**config.mk**
```make
export PLATFORM = sky130hd
export DESIGN_NAME = hid_report_descriptor_parser_unit
export DESIGN_NICKNAME = d
export VERILOG_FILES = /design/src/design/hidp_pkg.sv /design/src/design/hidp_front.sv /design/src/design/hidp_queue.sv /design/src/design/hidp_back.sv /design/src/design/hid_report_descriptor_parser_unit.sv
export SDC_FILE = /design/constraint.sdc
export NUM_CORES = 2
export LEC_CHECK = 0
export ABC_AREA = 1
export BUFFER_PORTS_ARGS = -buffer_cell sky130_fd_sc_hd__buf_2
export CORE_UTILIZATION = 56
export DETAILED_ROUTE_END_ITERATION = 8
export GPL_ROUTABILITY_DRIVEN = 0
export PLACE_DENSITY = 0.72
export SETUP_SLACK_MARGIN = 0.02
export SYNTH_ARGS = -nofsm -noshare
export SYNTH_HDL_FRONTEND = slang
export SYNTH_HIERARCHICAL = 1
export SYNTH_SLANG_ARGS = --single-unit
```
**constraint.sdc**
```tcl
create_clock -name clk -period 7 [get_ports clk]
set_clock_uncertainty 0.15 [all_clocks]
set_input_delay 0.7 -clock clk [delete_from_list [all_inputs] [get_ports clk]]
set_output_delay 0.7 -clock clk [all_outputs]
set_load 0.05 [all_outputs]
```
**src/design/hidp_pkg.sv**
```systemverilog
package hidp_pkg;

    localparam int USAGE_DEPTH_DEF      = 16;
    localparam int COLLECTION_DEPTH_DEF = 8;
    localparam int PUSH_DEPTH_DEF       = 4;
    localparam int MAX_RESULTS          = 16;

    localparam logic [7:0] TAG_MASK  = 8'hfc;
    localparam logic [7:0] TYPE_MASK = 8'h0c;
    localparam logic [7:0] SIZE_MASK = 8'h03;
    localparam logic [7:0] APP_CODE  = 8'h01;

    localparam logic [7:0] TAG_INPUT     = 8'h80;
    localparam logic [7:0] TAG_OUTPUT    = 8'h90;
    localparam logic [7:0] TAG_FEATURE   = 8'hb0;
    localparam logic [7:0] TAG_COLL      = 8'ha0;
    localparam logic [7:0] TAG_END_COLL  = 8'hc0;
    localparam logic [7:0] TAG_PAGE      = 8'h04;
    localparam logic [7:0] TAG_RSIZE     = 8'h74;
    localparam logic [7:0] TAG_RCOUNT    = 8'h94;
    localparam logic [7:0] TAG_LMIN      = 8'h14;
    localparam logic [7:0] TAG_LMAX      = 8'h24;
    localparam logic [7:0] TAG_RID       = 8'h84;
    localparam logic [7:0] TAG_PUSH      = 8'ha4;
    localparam logic [7:0] TAG_POP       = 8'hb4;
    localparam logic [7:0] TAG_USAGE     = 8'h08;
    localparam logic [7:0] TAG_USAGE_MIN = 8'h18;
    localparam logic [7:0] TAG_USAGE_MAX = 8'h28;

    localparam logic [1:0] RTYPE_INPUT   = 2'd0;
    localparam logic [1:0] RTYPE_OUTPUT  = 2'd1;
    localparam logic [1:0] RTYPE_FEATURE = 2'd2;

    // complete item handed from the byte assembler to the executor
    typedef struct packed {
        logic [7:0]  prefix;
        logic [31:0] value;
        logic        last;
    } hidp_item_t;

    function automatic logic [2:0] item_len(input logic [7:0] p);
        logic [1:0] c;
        c = p[1:0] & SIZE_MASK[1:0];
        return (c == 2'd3) ? 3'd4 : {1'b0, c};
    endfunction

endpackage

```
**src/design/hidp_front.sv**
```systemverilog
module hidp_front
(
    input  logic               clk,
    input  logic               rst_n,
    input  logic               in_valid,
    output logic               in_ready,
    input  logic [7:0]         data_byte,
    input  logic               last_byte,
    output logic               item_valid,
    input  logic               item_ready,
    output hidp_pkg::hidp_item_t item,
    output logic               item_real
);
    import hidp_pkg::*;

    logic [2:0]  remain_reg, remain_next;
    logic [7:0]  prefix_reg, prefix_next;
    logic [31:0] acc_reg, acc_next;
    logic [1:0]  pos;
    logic        emit;
    logic        accept;

    assign in_ready = item_ready;
    assign accept   = in_valid && in_ready;
    assign pos      = 2'(item_len(prefix_reg) - remain_reg);

    always_comb
    begin
        remain_next = remain_reg;
        prefix_next = prefix_reg;
        acc_next    = acc_reg;
        emit        = 1'b0;
        item.prefix = prefix_reg;
        item.value  = acc_reg;
        item.last   = last_byte;
        if (remain_reg == 3'd0)
        begin
            if (item_len(data_byte) == 3'd0)
            begin
                emit        = 1'b1;
                item.prefix = data_byte;
                item.value  = '0;
            end
            else
            begin
                prefix_next = data_byte;
                acc_next    = '0;
                remain_next = item_len(data_byte);
            end
        end
        else
        begin
            acc_next    = acc_reg | (32'(data_byte) << {pos, 3'b000});
            remain_next = remain_reg - 3'd1;
            item.value  = acc_next;
            emit        = (remain_next == 3'd0);
        end
        // an item that is not complete at the last byte is dropped
        if (last_byte)
        begin
            remain_next = '0;
            prefix_next = '0;
            acc_next    = '0;
        end
    end

    // the final byte always travels so the back end resets its state
    assign item_valid = in_valid && (emit || last_byte);
    assign item_real  = emit;

    always_ff @(posedge clk or negedge rst_n)
    begin
        if (!rst_n)
        begin
            remain_reg <= '0;
            prefix_reg <= '0;
            acc_reg    <= '0;
        end
        else if (accept)
        begin
            remain_reg <= remain_next;
            prefix_reg <= prefix_next;
            acc_reg    <= acc_next;
        end
    end
endmodule

```
**src/design/hidp_queue.sv**
```systemverilog
module hidp_queue
(
    input  logic                 clk,
    input  logic                 rst_n,
    input  logic                 wr_valid,
    output logic                 wr_ready,
    input  hidp_pkg::hidp_item_t wr_item,
    input  logic                 wr_real,
    output logic                 rd_valid,
    input  logic                 rd_ready,
    output hidp_pkg::hidp_item_t rd_item,
    output logic                 rd_real
);
    import hidp_pkg::*;

    // two-entry queue
    hidp_item_t  mem_reg [2];
    logic [1:0]  real_reg;
    logic        wp_reg, rp_reg;
    logic [1:0]  cnt_reg;
    logic        wr, rd;

    assign wr_ready = (cnt_reg != 2'd2);
    assign rd_valid = (cnt_reg != 2'd0);
    assign wr       = wr_valid && wr_ready;
    assign rd       = rd_valid && rd_ready;
    assign rd_item  = mem_reg[rp_reg];
    assign rd_real  = real_reg[rp_reg];

    always_ff @(posedge clk)
    begin
        if (wr)
        begin
            mem_reg[wp_reg] <= wr_item;
        end
    end

    always_ff @(posedge clk or negedge rst_n)
    begin
        if (!rst_n)
        begin
            wp_reg   <= 1'b0;
            rp_reg   <= 1'b0;
            cnt_reg  <= '0;
            real_reg <= '0;
        end
        else
        begin
            if (wr)
            begin
                wp_reg           <= ~wp_reg;
                real_reg[wp_reg] <= wr_real;
            end
            if (rd)
            begin
                rp_reg <= ~rp_reg;
            end
            cnt_reg <= cnt_reg + 2'(wr) - 2'(rd);
        end
    end
endmodule

```
**src/design/hidp_back.sv**
```systemverilog
module hidp_back
#(
    parameter int USAGE_DEPTH      = hidp_pkg::USAGE_DEPTH_DEF,
    parameter int COLLECTION_DEPTH = hidp_pkg::COLLECTION_DEPTH_DEF,
    parameter int PUSH_DEPTH       = hidp_pkg::PUSH_DEPTH_DEF
)
(
    input  logic                 clk,
    input  logic                 rst_n,
    input  logic                 item_valid,
    output logic                 item_ready,
    input  hidp_pkg::hidp_item_t item,
    input  logic                 item_real,
    output logic                 out_valid,
    input  logic                 out_ready,
    output logic                 result_kind,
    output logic [1:0]           report_type,
    output logic [15:0]          field_page,
    output logic [15:0]          usage_id,
    output logic                 usage_valid,
    output logic [7:0]           field_bits,
    output logic [7:0]           field_count,
    output logic signed [31:0]   lim_low,
    output logic signed [31:0]   lim_high,
    output logic [7:0]           rep_id,
    output logic                 last_of_run
);
    import hidp_pkg::*;

    localparam int UW = $clog2(USAGE_DEPTH + 1);
    localparam int UI = (USAGE_DEPTH > 1) ? $clog2(USAGE_DEPTH) : 1;
    localparam int CW = $clog2(COLLECTION_DEPTH + 1);
    localparam int CI = (COLLECTION_DEPTH > 1) ? $clog2(COLLECTION_DEPTH) : 1;
    localparam int PW = $clog2(PUSH_DEPTH + 1);
    localparam int PI = (PUSH_DEPTH > 1) ? $clog2(PUSH_DEPTH) : 1;
    localparam int EW = (USAGE_DEPTH < MAX_RESULTS) ? USAGE_DEPTH : MAX_RESULTS;
    localparam int NW = $clog2(EW + 1);

    localparam logic [1:0] ST_IDLE = 2'd0;
    localparam logic [1:0] ST_EMIT = 2'd1;
    localparam logic [1:0] ST_RANG = 2'd2;

    logic [1:0]  state_reg;
    logic [15:0] page_reg;
    logic [7:0]  rsize_reg, rcount_reg, rid_reg;
    logic [31:0] lmin_reg, lmax_reg;
    logic [PW-1:0] push_reg;
    logic [UW-1:0] fill_reg;
    logic [CW-1:0] coll_reg;
    logic        app_reg;
    logic        hold_reg;

    logic [103:0] push_mem [PUSH_DEPTH];
    logic [15:0]  usage_mem [USAGE_DEPTH];
    logic [32:0]  coll_mem [COLLECTION_DEPTH];
    logic [15:0]  last_usage_reg;

    // field emission walk
    logic [NW-1:0] emit_n_reg, emit_i_reg;
    logic [1:0]    emit_type_reg;
    logic          emit_last_reg;
    // usage max range expansion
    logic [16:0]   rng_u_reg;
    logic [31:0]   rng_max_reg;

    // output register
    logic        ov_reg;
    logic        o_kind_reg, o_uval_reg, o_last_reg;
    logic [1:0]  o_type_reg;
    logic [15:0] o_page_reg, o_uid_reg;
    logic [7:0]  o_size_reg, o_count_reg, o_rid_reg;
    logic [31:0] o_lmin_reg, o_lmax_reg;

    logic        out_free;
    logic        take;
    logic [7:0]  tag;
    logic [1:0]  sz;
    logic [31:0] sval;
    logic [15:0] top_usage;
    logic [32:0] coll_top_reg;
    logic [103:0] push_top_reg;

    assign out_free   = !ov_reg || out_ready;
    // after each item, hold off the next one until the stack tops are read back
    assign item_ready = (state_reg == ST_IDLE) && out_free && !hold_reg;
    assign take       = item_valid && item_ready;
    assign tag        = item.prefix & TAG_MASK;
    assign sz         = item.prefix[1:0] & SIZE_MASK[1:0];
    assign top_usage  = last_usage_reg;

    always_comb
    begin
        case (sz)
            2'd1:    sval = {{24{item.value[7]}}, item.value[7:0]};
            2'd2:    sval = {{16{item.value[15]}}, item.value[15:0]};
            default: sval = item.value;
        endcase
    end

    assign out_valid    = ov_reg;
    assign result_kind  = o_kind_reg;
    assign report_type  = o_type_reg;
    assign field_page   = o_page_reg;
    assign usage_id     = o_uid_reg;
    assign usage_valid  = o_uval_reg;
    assign field_bits   = o_size_reg;
    assign field_count  = o_count_reg;
    assign lim_low      = o_lmin_reg;
    assign lim_high     = o_lmax_reg;
    assign rep_id       = o_rid_reg;
    assign last_of_run  = o_last_reg;

    always_ff @(posedge clk)
    begin
        coll_top_reg <= coll_mem[CI'(coll_reg - CW'(1))];
        push_top_reg <= push_mem[PI'(push_reg - PW'(1))];
        if (take && item_real && tag == TAG_PUSH && push_reg < PW'(PUSH_DEPTH))
        begin
            push_mem[PI'(push_reg)] <= {lmax_reg[31:0], rid_reg, lmin_reg,
                                        rcount_reg, rsize_reg, page_reg};
        end
        if (take && item_real && tag == TAG_COLL && coll_reg < CW'(COLLECTION_DEPTH))
        begin
            coll_mem[CI'(coll_reg)] <= {(item.value[7:0] == APP_CODE),
                                        (fill_reg != '0) ? top_usage : 16'd0, page_reg};
        end
        if (take && item_real && (tag == TAG_USAGE || tag == TAG_USAGE_MIN)
            && fill_reg < UW'(USAGE_DEPTH))
        begin
            usage_mem[UI'(fill_reg)] <= item.value[15:0];
            last_usage_reg           <= item.value[15:0];
        end
        if (state_reg == ST_RANG && fill_reg < UW'(USAGE_DEPTH)
            && {15'd0, rng_u_reg} <= rng_max_reg)
        begin
            usage_mem[UI'(fill_reg)] <= rng_u_reg[15:0];
            last_usage_reg           <= rng_u_reg[15:0];
        end
        if (out_free)
        begin
            o_kind_reg  <= 1'b0;
            o_type_reg  <= emit_type_reg;
            o_page_reg  <= page_reg;
            o_uid_reg   <= '0;
            o_uval_reg  <= 1'b0;
            o_size_reg  <= rsize_reg;
            o_count_reg <= rcount_reg;
            o_lmin_reg  <= lmin_reg;
            o_lmax_reg  <= lmax_reg;
            o_rid_reg   <= rid_reg;
            o_last_reg  <= 1'b1;
            if (state_reg == ST_EMIT)
            begin
                o_uid_reg  <= usage_mem[UI'(emit_i_reg)];
                o_uval_reg <= 1'b1;
                o_last_reg <= (emit_i_reg == emit_n_reg - NW'(1));
            end
            else if (take && tag == TAG_END_COLL)
            begin
                o_kind_reg  <= 1'b1;
                o_type_reg  <= RTYPE_INPUT;
                o_page_reg  <= coll_top_reg[15:0];
                o_uid_reg   <= coll_top_reg[31:16];
                o_size_reg  <= '0;
                o_count_reg <= '0;
                o_lmin_reg  <= '0;
                o_lmax_reg  <= '0;
            end
            else if (take)
            begin
                o_type_reg <= (tag == TAG_INPUT) ? RTYPE_INPUT :
                              (tag == TAG_OUTPUT) ? RTYPE_OUTPUT : RTYPE_FEATURE;
            end
        end
    end

    logic is_field;
    assign is_field = (tag == TAG_INPUT) || (tag == TAG_OUTPUT) || (tag == TAG_FEATURE);

    always_ff @(posedge clk or negedge rst_n)
    begin
        if (!rst_n)
        begin
            state_reg     <= ST_IDLE;
            page_reg      <= '0;
            rsize_reg     <= '0;
            rcount_reg    <= '0;
            rid_reg       <= '0;
            lmin_reg      <= '0;
            lmax_reg      <= '0;
            push_reg      <= '0;
            fill_reg      <= '0;
            coll_reg      <= '0;
            app_reg       <= 1'b0;
            hold_reg      <= 1'b0;
            ov_reg        <= 1'b0;
            emit_n_reg    <= '0;
            emit_i_reg    <= '0;
            emit_type_reg <= '0;
            emit_last_reg <= 1'b0;
            rng_u_reg     <= '0;
            rng_max_reg   <= '0;
        end
        else
        begin
            hold_reg <= take;
            if (out_ready)
            begin
                ov_reg <= 1'b0;
            end
            case (state_reg)
                ST_IDLE:
                begin
                    if (take && item_real)
                    begin
                        if (is_field && app_reg)
                        begin
                            emit_type_reg <= (tag == TAG_INPUT) ? RTYPE_INPUT :
                                (tag == TAG_OUTPUT) ? RTYPE_OUTPUT : RTYPE_FEATURE;
                            if (fill_reg == '0)
                            begin
                                ov_reg <= 1'b1;
                            end
                            else
                            begin
                                state_reg     <= ST_EMIT;
                                emit_i_reg    <= '0;
                                emit_n_reg    <= (fill_reg > UW'(EW)) ? NW'(EW) : NW'(fill_reg);
                                emit_last_reg <= item.last;
                            end
                        end
                        case (tag)
                            TAG_COLL:
                            begin
                                if (coll_reg < CW'(COLLECTION_DEPTH))
                                begin
                                    coll_reg <= coll_reg + CW'(1);
                                    if (item.value[7:0] == APP_CODE)
                                    begin
                                        app_reg <= 1'b1;
                                    end
                                end
                            end
                            TAG_END_COLL:
                            begin
                                if (coll_reg != '0)
                                begin
                                    coll_reg <= coll_reg - CW'(1);
                                    if (coll_top_reg[32])
                                    begin
                                        ov_reg <= 1'b1;
                                    end
                                end
                            end
                            TAG_PAGE:   page_reg   <= item.value[15:0];
                            TAG_RSIZE:  rsize_reg  <= item.value[7:0];
                            TAG_RCOUNT: rcount_reg <= item.value[7:0];
                            TAG_LMIN:   lmin_reg   <= sval;
                            TAG_LMAX:   lmax_reg   <= sval;
                            TAG_RID:    rid_reg    <= item.value[7:0];
                            TAG_PUSH:
                            begin
                                if (push_reg < PW'(PUSH_DEPTH))
                                begin
                                    push_reg <= push_reg + PW'(1);
                                end
                            end
                            TAG_POP:
                            begin
                                if (push_reg != '0)
                                begin
                                    push_reg   <= push_reg - PW'(1);
                                    page_reg   <= push_top_reg[15:0];
                                    rsize_reg  <= push_top_reg[23:16];
                                    rcount_reg <= push_top_reg[31:24];
                                    lmin_reg   <= push_top_reg[63:32];
                                    rid_reg    <= push_top_reg[71:64];
                                    lmax_reg   <= push_top_reg[103:72];
                                end
                            end
                            TAG_USAGE, TAG_USAGE_MIN:
                            begin
                                if (fill_reg < UW'(USAGE_DEPTH))
                                begin
                                    fill_reg <= fill_reg + UW'(1);
                                end
                            end
                            TAG_USAGE_MAX:
                            begin
                                if (fill_reg != '0 && fill_reg < UW'(USAGE_DEPTH))
                                begin
                                    state_reg   <= ST_RANG;
                                    rng_u_reg   <= {1'b0, top_usage} + 17'd1;
                                    rng_max_reg <= item.value;
                                end
                            end
                            default: ;
                        endcase
                        // main items clear the usage list; emission reads it first
                        if ((item.prefix & TYPE_MASK) == 8'h00 && !(is_field && app_reg
                            && fill_reg != '0))
                        begin
                            fill_reg <= '0;
                        end
                    end
                    if (take && item.last && !(item_real && is_field && app_reg
                        && fill_reg != '0) && !(item_real && tag == TAG_USAGE_MAX))
                    begin
                        page_reg <= '0; rsize_reg <= '0; rcount_reg <= '0;
                        rid_reg <= '0; lmin_reg <= '0; lmax_reg <= '0;
                        push_reg <= '0; fill_reg <= '0; coll_reg <= '0;
                        app_reg <= 1'b0;
                    end
                    else if (take && item.last && item_real && tag == TAG_USAGE_MAX)
                    begin
                        page_reg <= '0; rsize_reg <= '0; rcount_reg <= '0;
                        rid_reg <= '0; lmin_reg <= '0; lmax_reg <= '0;
                        push_reg <= '0; fill_reg <= '0; coll_reg <= '0;
                        app_reg <= 1'b0; state_reg <= ST_IDLE;
                    end
                    else if (take && item.last && is_field && app_reg)
                    begin
                        // reset after emission walk
                        page_reg <= page_reg;
                    end
                end
                ST_EMIT:
                begin
                    if (out_free)
                    begin
                        ov_reg     <= 1'b1;
                        emit_i_reg <= emit_i_reg + NW'(1);
                        if (emit_i_reg == emit_n_reg - NW'(1))
                        begin
                            state_reg <= ST_IDLE;
                            fill_reg  <= '0;
                            if (emit_last_reg)
                            begin
                                page_reg <= '0; rsize_reg <= '0; rcount_reg <= '0;
                                rid_reg <= '0; lmin_reg <= '0; lmax_reg <= '0;
                                push_reg <= '0; coll_reg <= '0; app_reg <= 1'b0;
                            end
                        end
                    end
                end
                ST_RANG:
                begin
                    if (fill_reg < UW'(USAGE_DEPTH) && {15'd0, rng_u_reg} <= rng_max_reg)
                    begin
                        fill_reg  <= fill_reg + UW'(1);
                        rng_u_reg <= rng_u_reg + 17'd1;
                    end
                    else
                    begin
                        state_reg <= ST_IDLE;
                    end
                end
                default: state_reg <= ST_IDLE;
            endcase
        end
    end
endmodule

```
**src/design/hid_report_descriptor_parser_unit.sv**
```systemverilog
// HID report descriptor parser.
// Input channel: one descriptor byte per transfer (data_byte, last_byte) on
// in_valid/in_ready. Output channel: one result per transfer on out_valid/out_ready,
// with last_of_run high on the final result caused by a byte.
// A byte assembler collects prefix and value bytes into items and hands them
// through a two-entry queue to an executor that holds the global, push, usage
// and collection state. A value byte that does not complete an item stays in the
// assembler. The executor takes a complete item from the queue when idle and then
// holds off until its stack tops are read, so it never takes items back to back.
// A closure result or a field without usages is written to the output register
// as the executor takes the item; a field with usages gives its results in the
// emission walk that follows, one per cycle while the output register is free,
// up to 16. A Usage Max range adds one usage per cycle. The byte flagged last_byte
// returns all parser state to its reset values. Reset clears all control state
// and leaves the stacks unwritten. When the receiver stalls, the output register
// holds its result, the executor stops, the queue fills and in_ready drops.
module hid_report_descriptor_parser_unit
#(
    parameter int USAGE_DEPTH      = hidp_pkg::USAGE_DEPTH_DEF,
    parameter int COLLECTION_DEPTH = hidp_pkg::COLLECTION_DEPTH_DEF,
    parameter int PUSH_DEPTH       = hidp_pkg::PUSH_DEPTH_DEF
)
(
    input  logic               clk,
    input  logic               rst_n,
    input  logic               in_valid,
    output logic               in_ready,
    input  logic [7:0]         data_byte,
    input  logic               last_byte,
    output logic               out_valid,
    input  logic               out_ready,
    output logic               result_kind,
    output logic [1:0]         report_type,
    output logic [15:0]        field_page,
    output logic [15:0]        usage_id,
    output logic               usage_valid,
    output logic [7:0]         field_bits,
    output logic [7:0]         field_count,
    output logic signed [31:0] lim_low,
    output logic signed [31:0] lim_high,
    output logic [7:0]         rep_id,
    output logic               last_of_run
);
    import hidp_pkg::*;

    hidp_item_t f_item, q_item;
    logic       f_valid, f_ready, q_valid, q_ready, q_real;
    // high when the transfer carries a complete item, low for a bare reset mark
    logic       f_real;

    hidp_front u_front
    (
        .clk        (clk),
        .rst_n      (rst_n),
        .in_valid   (in_valid),
        .in_ready   (in_ready),
        .data_byte  (data_byte),
        .last_byte  (last_byte),
        .item_valid (f_valid),
        .item_ready (f_ready),
        .item       (f_item),
        .item_real  (f_real)
    );

    hidp_queue u_queue
    (
        .clk      (clk),
        .rst_n    (rst_n),
        .wr_valid (f_valid),
        .wr_ready (f_ready),
        .wr_item  (f_item),
        .wr_real  (f_real),
        .rd_valid (q_valid),
        .rd_ready (q_ready),
        .rd_item  (q_item),
        .rd_real  (q_real)
    );

    hidp_back
    #(
        .USAGE_DEPTH      (USAGE_DEPTH),
        .COLLECTION_DEPTH (COLLECTION_DEPTH),
        .PUSH_DEPTH       (PUSH_DEPTH)
    )
    u_back
    (
        .clk          (clk),
        .rst_n        (rst_n),
        .item_valid   (q_valid),
        .item_ready   (q_ready),
        .item         (q_item),
        .item_real    (q_real),
        .out_valid    (out_valid),
        .out_ready    (out_ready),
        .result_kind  (result_kind),
        .report_type  (report_type),
        .field_page   (field_page),
        .usage_id     (usage_id),
        .usage_valid  (usage_valid),
        .field_bits   (field_bits),
        .field_count  (field_count),
        .lim_low      (lim_low),
        .lim_high     (lim_high),
        .rep_id       (rep_id),
        .last_of_run  (last_of_run)
    );
endmodule
```
* Yosys cells after proc, flatten, opt, wreduce, memory -nomap -nowiden
Memory sizes are Yosys's and may differ from the RTL's. A register that Yosys moved wholly into a read port is not among the register bits.
Index checks and enable logic that the tools add are counted.
** Cells by class
- Add/subtract/negate cells :: 13
- Magnitude comparators :: 8
- Eq/ne operators :: 56
- Shifts and indexed selects :: 1
- Muxes and demuxes :: 172
- Bitwise gates (word level) :: 5
- Reductions and logical operators :: 77
** Operators with widths (number)
- $mux W32 :: 19
- $pmux W32 S2 :: 5
- $mux W16 :: 16
- $mux W8 :: 23
- $pmux W8 S2 :: 6
- $mux W5 :: 14
- $ne A5 B5 Y1 const B :: 14
- $mux W17 :: 4
- $pmux W16 S2 :: 2
- $eq A6 B6 Y1 const B :: 9
- $reduce_and A7 Y1 :: 6
- $mux W40 :: 1
- $mux W3 :: 12
- $mux W1 :: 34
- $pmux W17 S2 :: 1
- $logic_and A1 B1 Y1 :: 33
- $le A17 B32 Y1 :: 1
- $mux W2 :: 16
- $mux W4 :: 8
- $or A32 B32 Y32 :: 1
- $reduce_and A8 Y1 :: 4
- $shl A8 B5 Y32 :: 1
- $ne A2 B2 Y1 const B :: 10
- $ne A4 B4 Y1 const B :: 5
- 53 further kinds :: 87
** Storage, ports and cells
- Flip-flop bits (word level) :: 373
- RAM bits :: 1018
- Bits of input ports :: 13
- Output and inout port bits :: 127
- Logic and storage cells :: 374
- Memories :: 4
** Memory list
- u_back.push_mem :: words 4, bits a word 104, rd ports 1, clocked after memory_dff 1, wr ports 1, RTL line hidp_back.sv:53 : logic [103:0] push_mem [PUSH_DEPTH];
- u_back.coll_mem :: words 8, bits a word 33, rd ports 1, clocked after memory_dff 1, wr ports 1, RTL line hidp_back.sv:55 : logic [32:0] coll_mem [COLLECTION_DEPTH];
- u_back.usage_mem :: words 16, bits a word 16, rd ports 1, clocked after memory_dff 0, wr ports 1, RTL line hidp_back.sv:54 : logic [15:0] usage_mem [USAGE_DEPTH];
- u_queue.mem_reg :: words 2, bits a word 41, rd ports 1, clocked after memory_dff 0, wr ports 1, RTL line hidp_queue.sv:17 : hidp_item_t mem_reg [2];

* Logic depth before layout (Yosys ltp)
An unclocked memory read counts as a cell.
- Depth after elaboration :: 13
- Mapped depth :: 21
- Mapped depth without buffers :: 19

* Hierarchy
Netlist, hierarchy kept.
** Modules (own cells, without submodules)
- hidp_back :: instances 1, cells an instance 4465, area each 54145.7 sq um, seq. area each 39663.0 sq um
- hidp_queue :: instances 1, cells an instance 258, area each 3335.7 sq um, seq. area each 2612.5 sq um
- hidp_front :: instances 1, cells an instance 445, area each 2899.0 sq um, seq. area each 1076.0 sq um

* Least setup slack after synthesis
No wires, ideal clock.
- Path kind :: register to register
- From :: reg u_back.push_reg[0]
- To :: mem u_back.push_mem[0][0], enable pin
- Setup time :: 568 ps
- Data arrival time :: 6085 ps
- Required time :: 6282 ps
- Setup slack :: 197 ps
- Stages on the path, launching flop included :: 9
- Path buffers :: 4
- Period minus slack after synthesis :: 6803 ps
- Cell sequence :: dfrtp_1 -> clkbuf_1 -> inv_1 -> clkbuf_1 -> clkbuf_1 -> clkbuf_1 -> ha_1 -> inv_1 -> nor2_1
** Between the ends
- Longest elaborated chain between the ends :: 4
** Ends and longest elaborated chain
- start, declared :: RTL line hidp_back.sv:47 : logic [PW-1:0] push_reg;
- start signal, assigned :: RTL line hidp_back.sv:265 : push_reg <= push_reg + PW'(1);
- start signal, assigned :: RTL line hidp_back.sv:272 : push_reg <= push_reg - PW'(1);
- $lt A3 B3 Y1 :: RTL line hidp_back.sv:117 : if (take && item_real && tag == TAG_PUSH && push_reg < PW'(PUSH_DEPTH))
- $logic_and A1 B1 Y1 :: RTL line hidp_back.sv:117
- $mux W1 :: RTL line hidp_back.sv:117
- $mux W1 (implied by the code) :: RTL line hidp_back.sv:119 : push_mem[PI'(push_reg)] <= {lmax_reg[31:0], rid_reg, lmin_reg,
- end, declared :: RTL line hidp_back.sv:53
Several ways; a longest one is shown, not always the timed one.

* Worst setup path after layout
- From :: reg u_back.coll_reg[0]
- To :: reg u_back.coll_top_reg[32], read port of u_back.coll_mem
** Between the ends
- Longest elaborated chain between the ends :: 1
** Ends and longest elaborated chain
- start, declared :: RTL line hidp_back.sv:49 : logic [CW-1:0] coll_reg;
- start signal, assigned :: RTL line hidp_back.sv:237 : coll_reg <= coll_reg + CW'(1);
- start signal, assigned :: RTL line hidp_back.sv:248 : coll_reg <= coll_reg - CW'(1);
- $sub A4 B1 Y4 :: RTL line hidp_back.sv:115 : coll_top_reg <= coll_mem[CI'(coll_reg - CW'(1))];
- end, declared :: RTL line hidp_back.sv:80 : logic [32:0] coll_top_reg;
No other way between the ends.
A chain may end at the register's enable or synchronous reset.

==> results.txt <==
P&R area growth vs syn: 11.17%
max_cap viols: 0
Required @ worst endpoint: 7530 ps
Synth cell types: 55
PwrDens: 464.8 nW/um^2
fin crit share: 66.43%
status: completed
Std-Cell Rows: 120
sinks on the clock net: 1528
Mapped Cells: 5168
largest net degree at the start of global routing: 132
critical path depth: 8
Slew Limit Fails: 0
Starting Density: 56.40%
Remaining Overflow, GRT: 0
first-pass GRT wire length: 216.4 mm
pre-CTS setup slack: 2497 ps
CTS H-Tree Depth: 4
PostCTS Resize Cnt: 0
Max stage delay on crit path: 930 ps
RSZ-0062 raised after global routing: false
Sw Ratio: 38.65%
slew of the pin with the lowest slew margin: 1277 ps
syn_area_per_cell: 11.68 sq um
R2R setup slack: 2350 ps
Critical Path Start Type: flop
Root Buffer: clkbuf_16
Comb pwr share: 32.9%
IO Pins: 140
Top Registers: u_back/push_mem (416), u_back/coll_mem (264), u_back/usage_mem (256)
initial DRC count: 4387
crit-path leading delay family: buffers and inverters
vias: 39270
area leader, netlist: edfxtp_1
Detailed Place HPWL: 82.73 mm
R2R depth: 8
reg-to-reg critical path endpoint: u_back/coll_top_reg[32]
hold-fix buffers at CTS: 1
crit path kind: reg2reg
flops & latches, synth: 1528
Critical Path End Type: flop
worst endpoint data arrival time: 5180 ps
sequential share of power: 42.0%
TNS Setup: 0 ps
relative slew slack: 14.58%
Final Hold Vio Count: 0
Mapped Area: 60380 sq um
register area: 43370 sq um
drt wl/cell: 20.98 microns
layout cells sized above 1: 9.870%
Seq/Total Area, Yosys: 71.80%
vias in the first global route: 37540
Worst-path clk slew: 60 ps
CTS tree: yes
Peak supply drop: 0.0003526 V
commonest cells after routing, fill and taps aside: edfxtp_1, nand2_1, nor2_1
cell internal pwr: 19.14 mW
share of the synthesized area in the top cell type: 57.64%
Die W: 330.4 microns
Leak: 25.78 nW
max FFs per register: 416
Async SR Flop Fraction: 15.18%
area of the multi-input gates: 14690 sq um
most flop-heavy register: u_back/push_mem
Clock Tree Buf Depth: 3
Via density: 5.790
IO Port Bufs: 139
CP Launch Point: u_back/coll_reg[0]
setup repair bufs after CTS: 0
Ant. Diodes: 0
commonest non-fill, non-tap cell in the layout: edfxtp_1
die area: 109100 sq um
number of flops mapped to enable cells by yosys: 1159
Nets: 5310
chip height: 330.4 microns
Min-Delay Path Class: in2reg
Tmin final: 4650 ps
Clk network pwr share: 25.1%
Max FO, Critical Path: 72
Clk Latency, worst-skew pair: 760 ps
total global-route track usage: 25.97%
core area: 107100 sq um
setup ws final: 2350 ps
Mapped Nets: 5224
NetSw: 12.06 mW
First-pass DRT Iterations: 6
total length of routed wires: 142.3 mm
f_max: 0.2151 GHz
CP endpoint: u_back/coll_top_reg[32]
slowest library cell on the worst path: dfrtp_4
number of nets with antenna violations after routing: 0
DRC: 0
total CTS buffers: 150
initial antenna violation count: 0
WP buf/inv: 3
worst-path cell chain: clkinv_2 -> ha_2 -> inv_2 -> buf_4 -> o21ai_0 -> o22ai_1 -> nor2_1 -> a31oi_1
largest cells by area after synthesis: edfxtp_1, dfrtp_1, nand2_1, nor2_1, o21ai_0
Synth Flop Type: edfxtp_1
Layout fillers: 8024
Synth warnings: 6
# setup viols final: 0
RR Startpoint: u_back/coll_reg[0]
stage by stage:
| stage | area (sq um) | power [mW] | hold slack (ps) | utilization, % | std cells |
|---|---|---|---|---|---|
| after floorplan | 60380 | 20.17 | 254.4 | - | 5168 |
| after global placement | 62310 | 23.09 | 310.6 | 58.21 | 6504 |
| after detailed placement | 62310 | 23.39 | 314.9 | 58.21 | 6504 |
| after CTS | 67120 | 31.23 | 81.34 | 62.70 | 6783 |
| after global routing | 67120 | 32.73 | 124.1 | 62.70 | 6783 |
| final | 67120 | 31.20 | 111.9 | 62.70 | 6783 |
routing by layer:
| metal | share of wire [%] | up-vias | track usage (%) |
|---|---|---|---|
| met5 | 0 | - | 0 |
| met2 | 48 | 1642 | 41.41 |
| met4 | 3.0 | 0 | 9.156 |
| met3 | 7.5 | 247 | 3.659 |
| li1 | - | 18130 | - |
| met1 | 42 | 19250 | 36.84 |
tightest hold or removal path: cells and delay by family:
family	cells	cell delay [ps]
AO/OA/AOI/OAI	1	70
buffers and inverters	1	120
AND/OR/NAND/NOR	1	80
worst min path at each step:
stage / cells after the start / start / end / slack (ps)
5_1_grt: 3 / data_byte[6] / u_front/prefix_reg[6] / 120
3_3_place_gp: 2 / u_front/acc_reg[22] / u_front/acc_reg[22] / 310
4_1_cts: 3 / data_byte[6] / u_front/prefix_reg[6] / 80
6_report: 3 / data_byte[6] / u_front/prefix_reg[6] / 110
3_5_place_dp: 2 / u_front/acc_reg[7] / u_front/acc_reg[7] / 310
2_1_floorplan: 0 / rst_n / u_back/app_reg / 250
power by group through the flow:
stage,logic (mW),registers [mW],clock network (mW)
2_1_floorplan,6.18,14.0,0
6_report,10.3,13.1,7.82
3_5_place_dp,10.1,13.2,0
4_1_cts,10.2,13.1,7.93
3_3_place_gp,9.87,13.2,0
5_1_grt,11.2,13.3,8.26
final cells by class:
type                       count  area share, %
clock buffer                 213          6.235
clock inverter                65         0.9115
inverter                     315          1.797
multi-input combinational   3044          21.89
sequential                  1528          64.61
tap                         1403          2.615
timing repair buffer         215          1.942
cells in the mapped netlist (8+ instances only):
cell type  count
mux2_2        16
xor2_1        20
o21ai_0      569
nand2_4        8
xnor2_1       10
buf_4         19
mux2i_1       18
dfrtp_1      232
a31oi_1       34
clkbuf_1     205
inv_1        297
a21oi_1       33
ha_1          43
inv_2         13
o21ai_1       97
o22ai_1      142
nand4_1       13
buf_2         27
buf_1         14
o211ai_1      61
nand2_1      923
o32ai_1       36
nor2_1       788
nand3_1      148
edfxtp_1    1159
buf_6         15
nor3_1        20
dfxtp_1      137
o221ai_1      18
cell families after synthesis:
group / Yosys count / synth area share [%]
and+or+nand+nor: 1929 / 12.74
DFF: 1528 / 71.80
AOI/OAI and AO/OA: 1008 / 9.460
buffers and inverters: 596 / 4.080
adders and majority gates: 43 / 0.8911
muxes: 34 / 0.5968
xor gates and xnor gates: 30 / 0.4352
(Power assumes the default switching activity.)
